==> config.mk <==
export PLATFORM = sky130hd
export DESIGN_NAME = integer_pid_controller_unit
export DESIGN_NICKNAME = d
export VERILOG_FILES = /design/src/rtl/ipc_pkg.sv /design/src/rtl/integer_pid_controller_unit.sv
export VERILOG_INCLUDE_DIRS = /design/src /design/src/rtl
export SDC_FILE = /design/constraint.sdc
export NUM_CORES = 2
export LEC_CHECK = 0
export BUFFER_PORTS_ARGS = -buffer_cell sky130_fd_sc_hd__buf_2
export CAP_MARGIN = 20
export CORE_UTILIZATION = 50
export CTS_CLUSTER_SIZE = 20
export DETAILED_ROUTE_END_ITERATION = 8
export PLACE_DENSITY = 0.78
export SLEW_MARGIN = 30
export SYNTH_ARGS = -nofsm -noshare
export SYNTH_HDL_FRONTEND = slang
export SYNTH_SLANG_ARGS = --single-unit
==> constraint.sdc <==
create_clock -name clock -period 18.4 [get_ports clock]
set_clock_uncertainty 0.1 [all_clocks]
set_input_delay 2.76 -clock clock [delete_from_list [all_inputs] [get_ports clock]]
set_output_delay 2.76 -clock clock [all_outputs]
set_load 0.02 [all_outputs]
==> src/rtl/integer_pid_controller_unit_defines.svh <==
// Assertion macros for the PID controller RTL.
`ifndef INTEGER_PID_CONTROLLER_UNIT_DEFINES_SVH
`define INTEGER_PID_CONTROLLER_UNIT_DEFINES_SVH

// Same-cycle implication, disabled during reset.
`define IPC_ASSERT_NOW(label, ante, cons, msg) \
   label: assert property (@(posedge clock) disable iff (reset) (ante) |-> (cons)) \
      else $error(msg);

// Next-cycle implication, disabled during reset.
`define IPC_ASSERT_NEXT(label, ante, cons, msg) \
   label: assert property (@(posedge clock) disable iff (reset) (ante) |=> (cons)) \
      else $error(msg);

`endif

==> src/rtl/ipc_pkg.sv <==
package ipc_pkg;

   // Fixed field widths
   localparam int ERR_W   = 25;
   localparam int RAW_W   = 26;
   localparam int DIFF_W  = 28;
   localparam int DT_W    = 27;
   localparam int INT_W   = 25;
   localparam int MULA_W  = 28;
   localparam int MULB_W  = 17;
   localparam int PROD_W  = MULA_W + MULB_W;
   localparam int FSUM_W  = 38;
   localparam int ACC_W   = 48;
   localparam int OUT_W   = 17;
   localparam int STEP_W  = 3;
   localparam int CSR_IDX_W  = 4;
   localparam int CSR_DATA_W = 24;
   localparam int FILT_SHIFT = 8;

   localparam int OUTPUT_SHIFT_DEFAULT = 16;

   localparam logic [23:0] INT_LIMIT_RESET = 24'h010000;
   localparam logic [15:0] OUT_LIMIT_RESET = 16'd1000;

   localparam logic signed [FSUM_W-1:0] DERIV_MAX = FSUM_W'(67108863);
   localparam logic signed [FSUM_W-1:0] DERIV_MIN = -FSUM_W'(67108864);

   // Register indexes on the configuration port
   localparam logic [CSR_IDX_W-1:0] CSR_KP        = 4'd0;
   localparam logic [CSR_IDX_W-1:0] CSR_KI        = 4'd1;
   localparam logic [CSR_IDX_W-1:0] CSR_KD        = 4'd2;
   localparam logic [CSR_IDX_W-1:0] CSR_ERR_CLAMP = 4'd3;
   localparam logic [CSR_IDX_W-1:0] CSR_INT_CLAMP = 4'd4;
   localparam logic [CSR_IDX_W-1:0] CSR_SMOOTH    = 4'd5;
   localparam logic [CSR_IDX_W-1:0] CSR_INT_LIMIT = 4'd6;
   localparam logic [CSR_IDX_W-1:0] CSR_OUT_LIMIT = 4'd7;

   typedef enum logic {
      SEQ_IDLE,
      SEQ_RUN
   } seq_state_type;

   typedef enum logic [1:0] {
      MUL_KP_PC,
      MUL_FILT_DIFF,
      MUL_KD_DT,
      MUL_KI_INT
   } mul_sel_type;

   typedef enum logic [1:0] {
      ACC_HOLD,
      ACC_INIT,
      ACC_ADD
   } acc_op_type;

   // One microcode word
   typedef struct packed {
      logic              load_front;   // form raw derivative and clamped errors
      logic              load_diff;    // form raw minus filtered derivative
      logic              mul_en;
      mul_sel_type       mul_sel;
      acc_op_type        acc_op;
      logic              dt_update;    // apply filter step
      logic              skip_filter;  // bypass filter when smoothing is zero
      logic [STEP_W-1:0] jump_to;
      logic              finish;       // write result and integral
   } ucode_type;

   localparam ucode_type UCODE_NOP = '{
      load_front:  1'b0,
      load_diff:   1'b0,
      mul_en:      1'b0,
      mul_sel:     MUL_KP_PC,
      acc_op:      ACC_HOLD,
      dt_update:   1'b0,
      skip_filter: 1'b0,
      jump_to:     '0,
      finish:      1'b0
   };

   // Control program, one word per step
   function automatic ucode_type ucode_rom(logic [STEP_W-1:0] step);
      ucode_type w;
      w = UCODE_NOP;
      unique case (step)
         3'd0: begin
            w.load_front = 1'b1;
            w.acc_op     = ACC_INIT;
         end
         3'd1: begin
            w.load_diff = 1'b1;
            w.mul_en    = 1'b1;
            w.mul_sel   = MUL_KP_PC;
         end
         3'd2: begin
            w.acc_op      = ACC_ADD;
            w.mul_en      = 1'b1;
            w.mul_sel     = MUL_FILT_DIFF;
            w.skip_filter = 1'b1;
            w.jump_to     = 3'd4;
         end
         3'd3: begin
            w.dt_update = 1'b1;
         end
         3'd4: begin
            w.mul_en  = 1'b1;
            w.mul_sel = MUL_KD_DT;
         end
         3'd5: begin
            w.acc_op  = ACC_ADD;
            w.mul_en  = 1'b1;
            w.mul_sel = MUL_KI_INT;
         end
         3'd6: begin
            w.acc_op = ACC_ADD;
         end
         3'd7: begin
            w.finish = 1'b1;
         end
      endcase
      return w;
   endfunction

   // Symmetric clamp of the error
   function automatic logic signed [ERR_W-1:0] clamp_err(logic signed [ERR_W-1:0] v,
                                                         logic [23:0] lim);
      logic signed [ERR_W-1:0] lim_s;
      lim_s = signed'({1'b0, lim});
      if (v > lim_s) return lim_s;
      if (v < -lim_s) return -lim_s;
      return v;
   endfunction

   // Symmetric clamp of the grown integral
   function automatic logic signed [INT_W-1:0] clamp_int(logic signed [INT_W:0] v,
                                                         logic [23:0] lim);
      logic signed [INT_W:0] lim_s;
      lim_s = signed'({2'b0, lim});
      if (v > lim_s) return INT_W'(lim_s);
      if (v < -lim_s) return INT_W'(-lim_s);
      return INT_W'(v);
   endfunction

   // Symmetric clamp of the shifted sum to the output limit
   function automatic logic signed [OUT_W-1:0] clamp_out(logic signed [ACC_W-1:0] v,
                                                         logic [15:0] lim);
      logic signed [ACC_W-1:0] lim_s;
      lim_s = signed'(ACC_W'(lim));
      if (v > lim_s) return OUT_W'(lim_s);
      if (v < -lim_s) return OUT_W'(-lim_s);
      return OUT_W'(v);
   endfunction

endpackage

==> src/rtl/integer_pid_controller_unit.sv <==
// Each input transaction runs the eight-step control program on one shared 28x17
// multiplier to form its result; with smoothing at zero the filter step is skipped.
// A new item is taken once the program ends, while the previous result still waits in
// the output register. A result held by the receiver stalls the last step until the
// output register frees.
// Reset: synchronous, active high; registers return to defaults, controller state to zero.
module integer_pid_controller_unit #(
   parameter int OUTPUT_SHIFT = ipc_pkg::OUTPUT_SHIFT_DEFAULT
) (
   input  logic        clock,
   input  logic        reset,
   // setpoint [23:0], measured [47:24]
   input  logic [47:0] req_tdata,
   // do_integrate [0]
   input  logic        req_tuser,
   input  logic        req_tvalid,
   output logic        req_tready,
   // drive_output [16:0], zero [23:17]
   output logic [23:0] rsp_tdata,
   output logic        rsp_tvalid,
   input  logic        rsp_tready,
   input  logic        csr_valid,
   output logic        csr_ready,
   input  logic [ipc_pkg::CSR_IDX_W-1:0]  csr_index,
   input  logic [ipc_pkg::CSR_DATA_W-1:0] csr_data
);

`include "integer_pid_controller_unit_defines.svh"

   localparam logic signed [ipc_pkg::ACC_W-1:0] ROUND_BIAS =
      ipc_pkg::ACC_W'(1) <<< (OUTPUT_SHIFT - 1);

   // Configuration registers
   logic [15:0] kp_ff, ki_ff, kd_ff;
   logic [23:0] err_clamp_ff, int_clamp_ff, int_limit_ff;
   logic [8:0]  smooth_ff;
   logic [15:0] out_limit_ff;

   // Sequencer
   ipc_pkg::seq_state_type    state_ff, state_in;
   logic [ipc_pkg::STEP_W-1:0] step_ff, step_in;
   ipc_pkg::ucode_type         uw;
   logic                       accept, fire;

   // Datapath
   logic signed [ipc_pkg::ERR_W-1:0]  err_ff, prev_ff, pcp_ff, pci_ff;
   logic                              int_en_ff;
   logic signed [ipc_pkg::RAW_W-1:0]  raw_ff;
   logic signed [ipc_pkg::DIFF_W-1:0] diff_ff;
   logic signed [ipc_pkg::DT_W-1:0]   dt_ff;
   logic signed [ipc_pkg::INT_W-1:0]  integ_ff;
   logic signed [ipc_pkg::PROD_W-1:0] prod_ff;
   logic signed [ipc_pkg::ACC_W-1:0]  acc_ff;
   logic signed [ipc_pkg::OUT_W-1:0]  result_ff;
   logic                              rsp_valid_ff;

   logic signed [ipc_pkg::MULA_W-1:0] mul_a;
   logic signed [ipc_pkg::MULB_W-1:0] mul_b;
   logic signed [ipc_pkg::FSUM_W-1:0] filt_sum;
   logic signed [ipc_pkg::INT_W:0]    integ_sum;
   logic signed [ipc_pkg::ACC_W-1:0]  acc_shifted;

   assign csr_ready  = 1'b1;
   assign req_tready = (state_ff == ipc_pkg::SEQ_IDLE);
   assign accept     = req_tvalid && req_tready;
   assign rsp_tvalid = rsp_valid_ff;
   assign rsp_tdata  = {7'b0, result_ff};

   assign uw = ipc_pkg::ucode_rom(step_ff);

   // Write configuration registers
   always_ff @(posedge clock) begin
      if (reset) begin
         kp_ff        <= '0;
         ki_ff        <= '0;
         kd_ff        <= '0;
         err_clamp_ff <= '0;
         int_clamp_ff <= '0;
         smooth_ff    <= '0;
         int_limit_ff <= ipc_pkg::INT_LIMIT_RESET;
         out_limit_ff <= ipc_pkg::OUT_LIMIT_RESET;
      end else if (csr_valid && csr_ready) begin
         unique case (csr_index)
            ipc_pkg::CSR_KP:        kp_ff        <= csr_data[15:0];
            ipc_pkg::CSR_KI:        ki_ff        <= csr_data[15:0];
            ipc_pkg::CSR_KD:        kd_ff        <= csr_data[15:0];
            ipc_pkg::CSR_ERR_CLAMP: err_clamp_ff <= csr_data;
            ipc_pkg::CSR_INT_CLAMP: int_clamp_ff <= csr_data;
            ipc_pkg::CSR_SMOOTH:    smooth_ff    <= csr_data[8:0];
            ipc_pkg::CSR_INT_LIMIT: int_limit_ff <= csr_data;
            ipc_pkg::CSR_OUT_LIMIT: out_limit_ff <= csr_data[15:0];
            default: ;
         endcase
      end
   end

   // Sequencer state and step counter
   always_ff @(posedge clock) begin
      if (reset) begin
         state_ff <= ipc_pkg::SEQ_IDLE;
         step_ff  <= '0;
      end else begin
         state_ff <= state_in;
         step_ff  <= step_in;
      end
   end

   // Advance the program, jump past the filter, hold the last step on a full output
   always_comb begin
      state_in = state_ff;
      step_in  = step_ff;
      fire     = 1'b0;
      unique case (state_ff)
         ipc_pkg::SEQ_IDLE: begin
            if (accept) begin
               state_in = ipc_pkg::SEQ_RUN;
               step_in  = '0;
            end
         end
         ipc_pkg::SEQ_RUN: begin
            priority if (uw.finish) begin
               if (!rsp_valid_ff || rsp_tready) begin
                  fire     = 1'b1;
                  state_in = ipc_pkg::SEQ_IDLE;
                  step_in  = '0;
               end
            end else if (uw.skip_filter && smooth_ff == '0) begin
               step_in = uw.jump_to;
            end else begin
               step_in = step_ff + 1'b1;
            end
         end
         default: begin
            state_in = ipc_pkg::SEQ_IDLE;
            step_in  = '0;
         end
      endcase
   end

   // Select multiplier operands
   always_comb begin
      unique case (uw.mul_sel)
         ipc_pkg::MUL_KP_PC: begin
            mul_a = ipc_pkg::MULA_W'(pcp_ff);
            mul_b = signed'({1'b0, kp_ff});
         end
         ipc_pkg::MUL_FILT_DIFF: begin
            mul_a = diff_ff;
            mul_b = signed'(ipc_pkg::MULB_W'(smooth_ff));
         end
         ipc_pkg::MUL_KD_DT: begin
            mul_a = ipc_pkg::MULA_W'(dt_ff);
            mul_b = signed'({1'b0, kd_ff});
         end
         ipc_pkg::MUL_KI_INT: begin
            mul_a = ipc_pkg::MULA_W'(integ_ff);
            mul_b = signed'({1'b0, ki_ff});
         end
         default: begin
            mul_a = '0;
            mul_b = '0;
         end
      endcase
   end

   assign filt_sum    = ipc_pkg::FSUM_W'(dt_ff)
                      + ipc_pkg::FSUM_W'(prod_ff >>> ipc_pkg::FILT_SHIFT);
   assign integ_sum   = (ipc_pkg::INT_W+1)'(integ_ff) + (ipc_pkg::INT_W+1)'(pci_ff);
   assign acc_shifted = acc_ff >>> OUTPUT_SHIFT;

   // Capture the transaction, then run the program steps
   always_ff @(posedge clock) begin
      if (reset) begin
         prev_ff  <= '0;
         dt_ff    <= '0;
         integ_ff <= '0;
      end else begin
         if (accept) begin
            err_ff    <= ipc_pkg::ERR_W'(signed'(req_tdata[23:0]))
                       - ipc_pkg::ERR_W'(signed'(req_tdata[47:24]));
            int_en_ff <= req_tuser;
         end
         if (state_ff == ipc_pkg::SEQ_RUN) begin
            if (uw.load_front) begin
               raw_ff  <= ipc_pkg::RAW_W'(err_ff) - ipc_pkg::RAW_W'(prev_ff);
               prev_ff <= err_ff;
               pcp_ff  <= (err_clamp_ff != '0) ? ipc_pkg::clamp_err(err_ff, err_clamp_ff)
                                               : err_ff;
               pci_ff  <= (int_clamp_ff != '0) ? ipc_pkg::clamp_err(err_ff, int_clamp_ff)
                                               : err_ff;
            end
            if (uw.load_diff) begin
               diff_ff <= ipc_pkg::DIFF_W'(raw_ff) - ipc_pkg::DIFF_W'(dt_ff);
            end
            if (uw.skip_filter && smooth_ff == '0) begin
               dt_ff <= ipc_pkg::DT_W'(raw_ff);
            end
            if (uw.dt_update) begin
               priority if (filt_sum > ipc_pkg::DERIV_MAX)
                  dt_ff <= ipc_pkg::DT_W'(ipc_pkg::DERIV_MAX);
               else if (filt_sum < ipc_pkg::DERIV_MIN)
                  dt_ff <= ipc_pkg::DT_W'(ipc_pkg::DERIV_MIN);
               else
                  dt_ff <= ipc_pkg::DT_W'(filt_sum);
            end
            if (uw.mul_en) begin
               prod_ff <= mul_a * mul_b;
            end
            unique case (uw.acc_op)
               ipc_pkg::ACC_INIT: acc_ff <= ROUND_BIAS;
               ipc_pkg::ACC_ADD:  acc_ff <= acc_ff + ipc_pkg::ACC_W'(prod_ff);
               default: ;
            endcase
            if (fire) begin
               result_ff <= ipc_pkg::clamp_out(acc_shifted, out_limit_ff);
               if (int_en_ff && ki_ff != '0) begin
                  integ_ff <= ipc_pkg::clamp_int(integ_sum, int_limit_ff);
               end
            end
         end
      end
   end

   // Hold the result until the downstream transaction completes
   always_ff @(posedge clock) begin
      if (reset) begin
         rsp_valid_ff <= 1'b0;
      end else if (fire) begin
         rsp_valid_ff <= 1'b1;
      end else if (rsp_tready) begin
         rsp_valid_ff <= 1'b0;
      end
   end

   `IPC_ASSERT_NEXT(a_accept_starts, accept,
      (state_ff == ipc_pkg::SEQ_RUN) && (step_ff == '0),
      "accepted transaction did not start the program at step zero")
   `IPC_ASSERT_NEXT(a_finish_presents, fire,
      rsp_valid_ff && (state_ff == ipc_pkg::SEQ_IDLE),
      "finished program did not present a result")
   `IPC_ASSERT_NOW(a_output_bounded, rsp_valid_ff,
      (result_ff <= signed'({2'b0, out_limit_ff}))
         && (result_ff >= -signed'({2'b0, out_limit_ff})),
      "result exceeds the output limit")

endmodule

-- Yosys cells after proc, flatten, opt, wreduce, memory -nomap -nowiden
Cells that the tools add are included.
- register bits: 467
- input bits: 82
- output and inout bits: 27
- word-level logic and storage cells: 186
- $add $sub $neg: 11
- $mul: 1
- magnitude comparators: 10
- eq/ne operators: 21
- mux-type cells: 84
- bitwise operators: 2
- reductions and logical operators: 34
- operators with widths (kind ; number):
    2-to-1 mux 25 bit ; 14
    one-hot mux 28 bit (4 select lines) ; 1
    2-to-1 mux 27 bit ; 4
    one-hot mux 48 bit (2 select lines) ; 1
    2-to-1 mux 17 bit ; 4
    one-hot mux 17 bit (4 select lines) ; 1
    > comparator 25 bit ; 2
    less-than comparator 25 bit ; 2
    2-to-1 mux 1 bit ; 50
    negator 24 -> 25 bit ; 2
    adder 48 x 45 -> 48 bit ; 1
    less-than comparator 32 x 48 -> 1 bit ; 1
    negator 16 -> 48 bit ; 1
    nonzero test 24 bit ; 2
    multiplier 28 x 17 -> 45 bit ; 1
    adder 27 x 37 -> 38 bit ; 1
    > comparator 38 x 27 -> 1 bit, second input constant ; 1
    less-than comparator 38 x 27 -> 1 bit, second input constant ; 1
    > comparator 32 x 17 -> 1 bit ; 1
    subtractor 26 x 27 -> 28 bit ; 1
    adder 25 x 25 -> 26 bit ; 1
    > comparator 26 x 25 -> 1 bit ; 1
    less-than comparator 26 bit ; 1
    negator 24 -> 26 bit ; 1
    32 further kinds ; 67

-- Logic depth before layout (Yosys ltp)
- depth in word-level cells: 15
- mapped depth: 35

-- Least setup slack after synthesis
Ideal clock, no wire load.
- kind: flip-flop to flip-flop
- start point: register step_ff[1] in the netlist's numbering
- end point: register prod_ff[44] in the netlist's numbering (data pin)
- setup time: 0.260 ns
- arrival: 8.018 ns
- data required time: 18.040 ns
- path slack: 10.022 ns
- stages on the path, launching flop included: 33
- buffers on the path: 3
- period minus slack after synthesis: 8.378 ns
- cells stage by stage: dfxtp_1 inv_1 ha_1 clkbuf_1 nand3_1 o21ai_1 clkbuf_1 a221oi_1 nand2_1 o21ai_1 clkbuf_1 nor2_1 fa_1 inv_1 fa_1 fa_1 inv_1 fa_1 fa_1 inv_1 fa_1 inv_1 ha_1 a21o_1 a2111oi_0 o211a_1 nor3b_1 a211oi_1 a311o_1 a211oi_1 o31ai_1 a21oi_1 xnor2_1
- longest elaborated chain between the ends: 5
- elaborated cells between the ends (all ways): 12
- ends and longest elaborated chain (element ; line ; RTL):
    start, declared ; integer_pid_controller_unit.sv:41 ; logic [ipc_pkg::STEP_W-1:0] step_ff, step_in;
    start signal, assigned ; integer_pid_controller_unit.sv:104 ; step_ff <= step_in;
    equality test 3 bit (tied with other cells) ; ipc_pkg.sv:85 ; unique case (step)
    one-hot mux 3 bit (4 select lines) (*) ; ipc_pkg.sv:85 ;
    equality test 2 bit (tied with other cells) ; integer_pid_controller_unit.sv:142 ; unique case (uw.mul_sel)
    one-hot mux 28 bit (4 select lines) / one-hot mux 17 bit (4 select lines) (equally long branches) ; integer_pid_controller_unit.sv:142 ;
    multiplier 28 x 17 -> 45 bit (*) ; integer_pid_controller_unit.sv:207 ; prod_ff <= mul_a * mul_b;
    end signal, assigned ; integer_pid_controller_unit.sv:207 ;
    end, declared ; integer_pid_controller_unit.sv:52 ; logic signed [ipc_pkg::PROD_W-1:0] prod_ff;
Mark *: on every way between the ends. The rest lies on a longest branch, timed or not. The select of a mux whose other input is x is not followed.
A chain may end at the register's enable or synchronous reset.

-- Worst setup path in the final report
Ends and elaborated chain as after synthesis.

==> summary.md <==
| Metric | Value |
|---|---|
| CP most frequent cell | fa_1 |
| Sw frac | 0.3458 |
| Largest net degree at the start of global routing | 84 |
| Commonest non-fill, non-tap cell in the layout | inv_1 |
| Clock-pin slew on the worst setup and hold paths | 0.06 ns |
| Residual DRC | 0 |
| PortBufs | 100 |
| Hold Crit Class | flop to flop |
| PwrDens | 63.86 mW/mm² |
| Required @ worst endpoint | 18.66 ns |
| Worst Hold Launch | prev_ff[24] |
| WP data arrival | between 9 and 10 ns |
| DR WL met3 | 15260 µm |
| CP Launch Type | flop |
| Period utilisation layout | 0.5042 |
| Clock network latency to the later pin of the worst-skew pair | around 0.65 ns |
| Number of global-route vias before repair | approximately 42k |
| R2R Path End | prod_ff[44] |
| Clk network pwr share | 0.343 |
| FMAX | 107.8 MHz |
| RSZ-0062 raised after global routing | false |
| Asr flop ratio synth | 0 |
| Ratio of cells with drive above 1 in the final layout | 0.05748 |
| Syn avg cell area | 8.638 µm² |
| Shortest period the worst path allows | 9.277 ns |
| R2r worst-path depth | 30 |
| Die area | 0.1017 mm² |
| Sequential fraction of the synthesis area | 0.2340 |
| Row cnt | 115 |
| Routed len/inst | 22.18 µm |
| Hold buffers post-CTS | 0 |
| Synth unique cells | 88 |
| Hold Crit Depth | 2 |
| CTS Buf Count | between 50 and 60 |
| DR pass1 iterations | 8 |
| CTS root buf | clkbuf_16 |
| Starting Density | 0.5074 |
| Synth Cell Area | 0.05023 mm² |
| Reg-to-Reg Start | step_ff[1] |
| ANT nets after route | 0 |
| Total Routing Usage GR | 0.3113 |
| Final WL | 158600 µm |
| Vias | 43.10k |
| Comb power frac | 0.307 |
| Slew Viols, Final | 0 |
| Maxcap violations | 0 |
| Met1 WL | between 60000 and 70000 µm |
| Highest metal used | met5 |
| Die width | 319.0 µm |
| Core area | ~0.099 mm² |
| Critical Path Source | step_ff[1] |
| Worst-Margin Slew | 1.005 ns |
| Met2 WL | 71520 µm |
| CP max stage delay | a little under 0.6 ns |
| Longest Clk Path Bufs | 3 |
| Slew Limit Headroom | 0.3256 |
| DP Wirelength | 124500 µm |
| # IOs | 109 |
| Synth Warn # | 0 |
| Critical path endpoint category | flop |
| Total Power | roughly 3.5 mW |
| Hold endpoint | prev_ff[24] |
| Iter 0 DRT Violations | 4153 |
| Final hold viol count | 0 |
| Post-CTS sizing | 0 |
| Setup Crit Path Kind | flop to flop |
| CTS tree | done |
| Setup_tns | 0 ns |
| Switching pwr | about 1.2 mW |
| Synth Flop Type | edfxtp_1 |
| Leak | 24.23 nW |
| Layout area overhead | 7.737% |
| Initial antenna violation count | 6 |
| Most frequent cells in the layout | inv_1 (797), nand2_1 (722), ha_1 (512), nor2_1 (497), fa_1 (439) |
| Worst IR Drop VDD | 0.08125 mV |
| Slowest-stage cell, CP | fa_1 |
| Seq pwr share | 0.350 |
| CTS H-Tree Depth | 2 |
| Post-Syn Instances | 5815 |
| Final setup viols | 0 |
| GPL Wtd Cong | 1.019 |
| Internal | between 2 and 2.5 mW |
| First-pass GRT wire length | 244900 µm |
| Result of the run | finished, final reports clean |
| EDFF count, synth | 240 |
| Final nets | ~6.9k |
| Gr ovfl total | 0 |
| Post-synthesis register bit count | 467 |
| Reg2reg setup slack | 9.12 ns |
| Clock sinks | 467 |
| Die height | 319.0 µm |
| CP Max Fanout | 37 |
| Postcts setup bufs | 0 |
| Via density | 6.026 |
==> state kept, by name, summed over array words and instances (netlist names), 17 cells and up <==
register,count
acc_ff,48
diff_ff,28
dt_ff,27
err_clamp_ff,24
err_ff,25
int_clamp_ff,24
int_limit_ff,24
integ_ff,25
pci_ff,25
pcp_ff,25
prev_ff,25
prod_ff,45
raw_ff,26
result_ff,17
==> synthesized netlist by cell type, types with 45 or more instances <==
cell type	number	area (µm²)
nor2_1	502	1884
clkbuf_1	207	777.0
mux2i_1	79	790.8
nor2b_1	73	456.7
ha_1	512	6406
a21oi_1	360	1802
o211ai_1	52	390.4
nand2b_1	46	287.8
a21o_1	144	1081
fa_1	439	8788
o21ai_0	157	785.8
dfxtp_1	227	4544
nor4_1	45	281.5
xor2_1	58	508.0
xnor2_1	209	1831
o21a_1	91	683.2
nand2_1	723	2714
nand3_1	78	390.4
nor3_1	104	520.5
edfxtp_1	240	7207
nand4_1	56	350.3
inv_1	797	2992
==> how the worst max path moves through the flow <==
stage,slack (ns),end
6_report,9.12,prod_ff[44]
5_1_grt,8.51,prod_ff[37]
4_1_cts,9.31,prod_ff[44]
3_5_place_dp,9.37,prod_ff[44]
3_3_place_gp,9.03,prod_ff[44]
2_1_floorplan,10.02,prod_ff[44]
==> power groups by stage <==
stage          Clock, mW  Combinational [mW]  Sequential, mW
2_1_floorplan          0               0.748            1.20
3_3_place_gp           0                1.01            1.23
3_5_place_dp           0                1.03            1.23
4_1_cts             1.19                1.04            1.21
5_1_grt             1.24                1.17            1.21
6_report            1.19                1.06            1.21
==> layer usage <==
layer / global-route usage / vias to the layer above
met5: 0 / -
met4: 0.1528 / 6
met3: 0.06585 / 419
met2: 0.4988 / 2124
met1: 0.3989 / 20770
li1: - / 19780
==> stage by stage <==
stage	setup slack, ns	area (µm²)	util	instances	hold WS [ns]
final	9.123	54110	0.5466	7152	0.3535
after global routing	8.513	54110	0.5466	7150	0.3667
after CTS	9.307	54070	0.5461	7148	0.3545
after detailed placement	9.373	52130	0.5266	7046	0.3465
after global placement	9.028	52070	0.5260	7042	0.3418
after floorplan	10.02	50250	-	5821	0.3360
==> cells by family (layout without fill, tap and decap cells) <==
kind of cell,Yosys count,count (layout),synth area share
and+or+nand+nor,1806,1806,0.1621
AOI/OAI and AO/OA,1216,1216,0.1607
buffers and inverters,1022,1064,0.07712
adders and majority gates,951,951,0.3025
DFF,467,467,0.2340
xor gates and xnor gates,267,267,0.04656
muxes,84,84,0.01686
other,2,10,0.0001495
==> cell type report <==
class                   instances  area [µm²]
fillers                      8851       44880
inverters                     798        2995
flip-flops and latches        467       11750
well taps                    1287        1610
clock inverters                32       399.1
clock buffers                  70        1538
multi-input cells            4332       34810
diodes                          2       5.005
repair buffers                164        1003
==> worst max-delay path, delay by kind of cell, from the launching register on <==
kind            cells  cell delay (ns)
fa+ha+maj           8             3.64
compound gates     12             3.34
xor+xnor            1             0.09
simple gates        4             0.74
flops               1             0.36
buf+inv             5             0.68
Power figures use the tool's default switching activity.
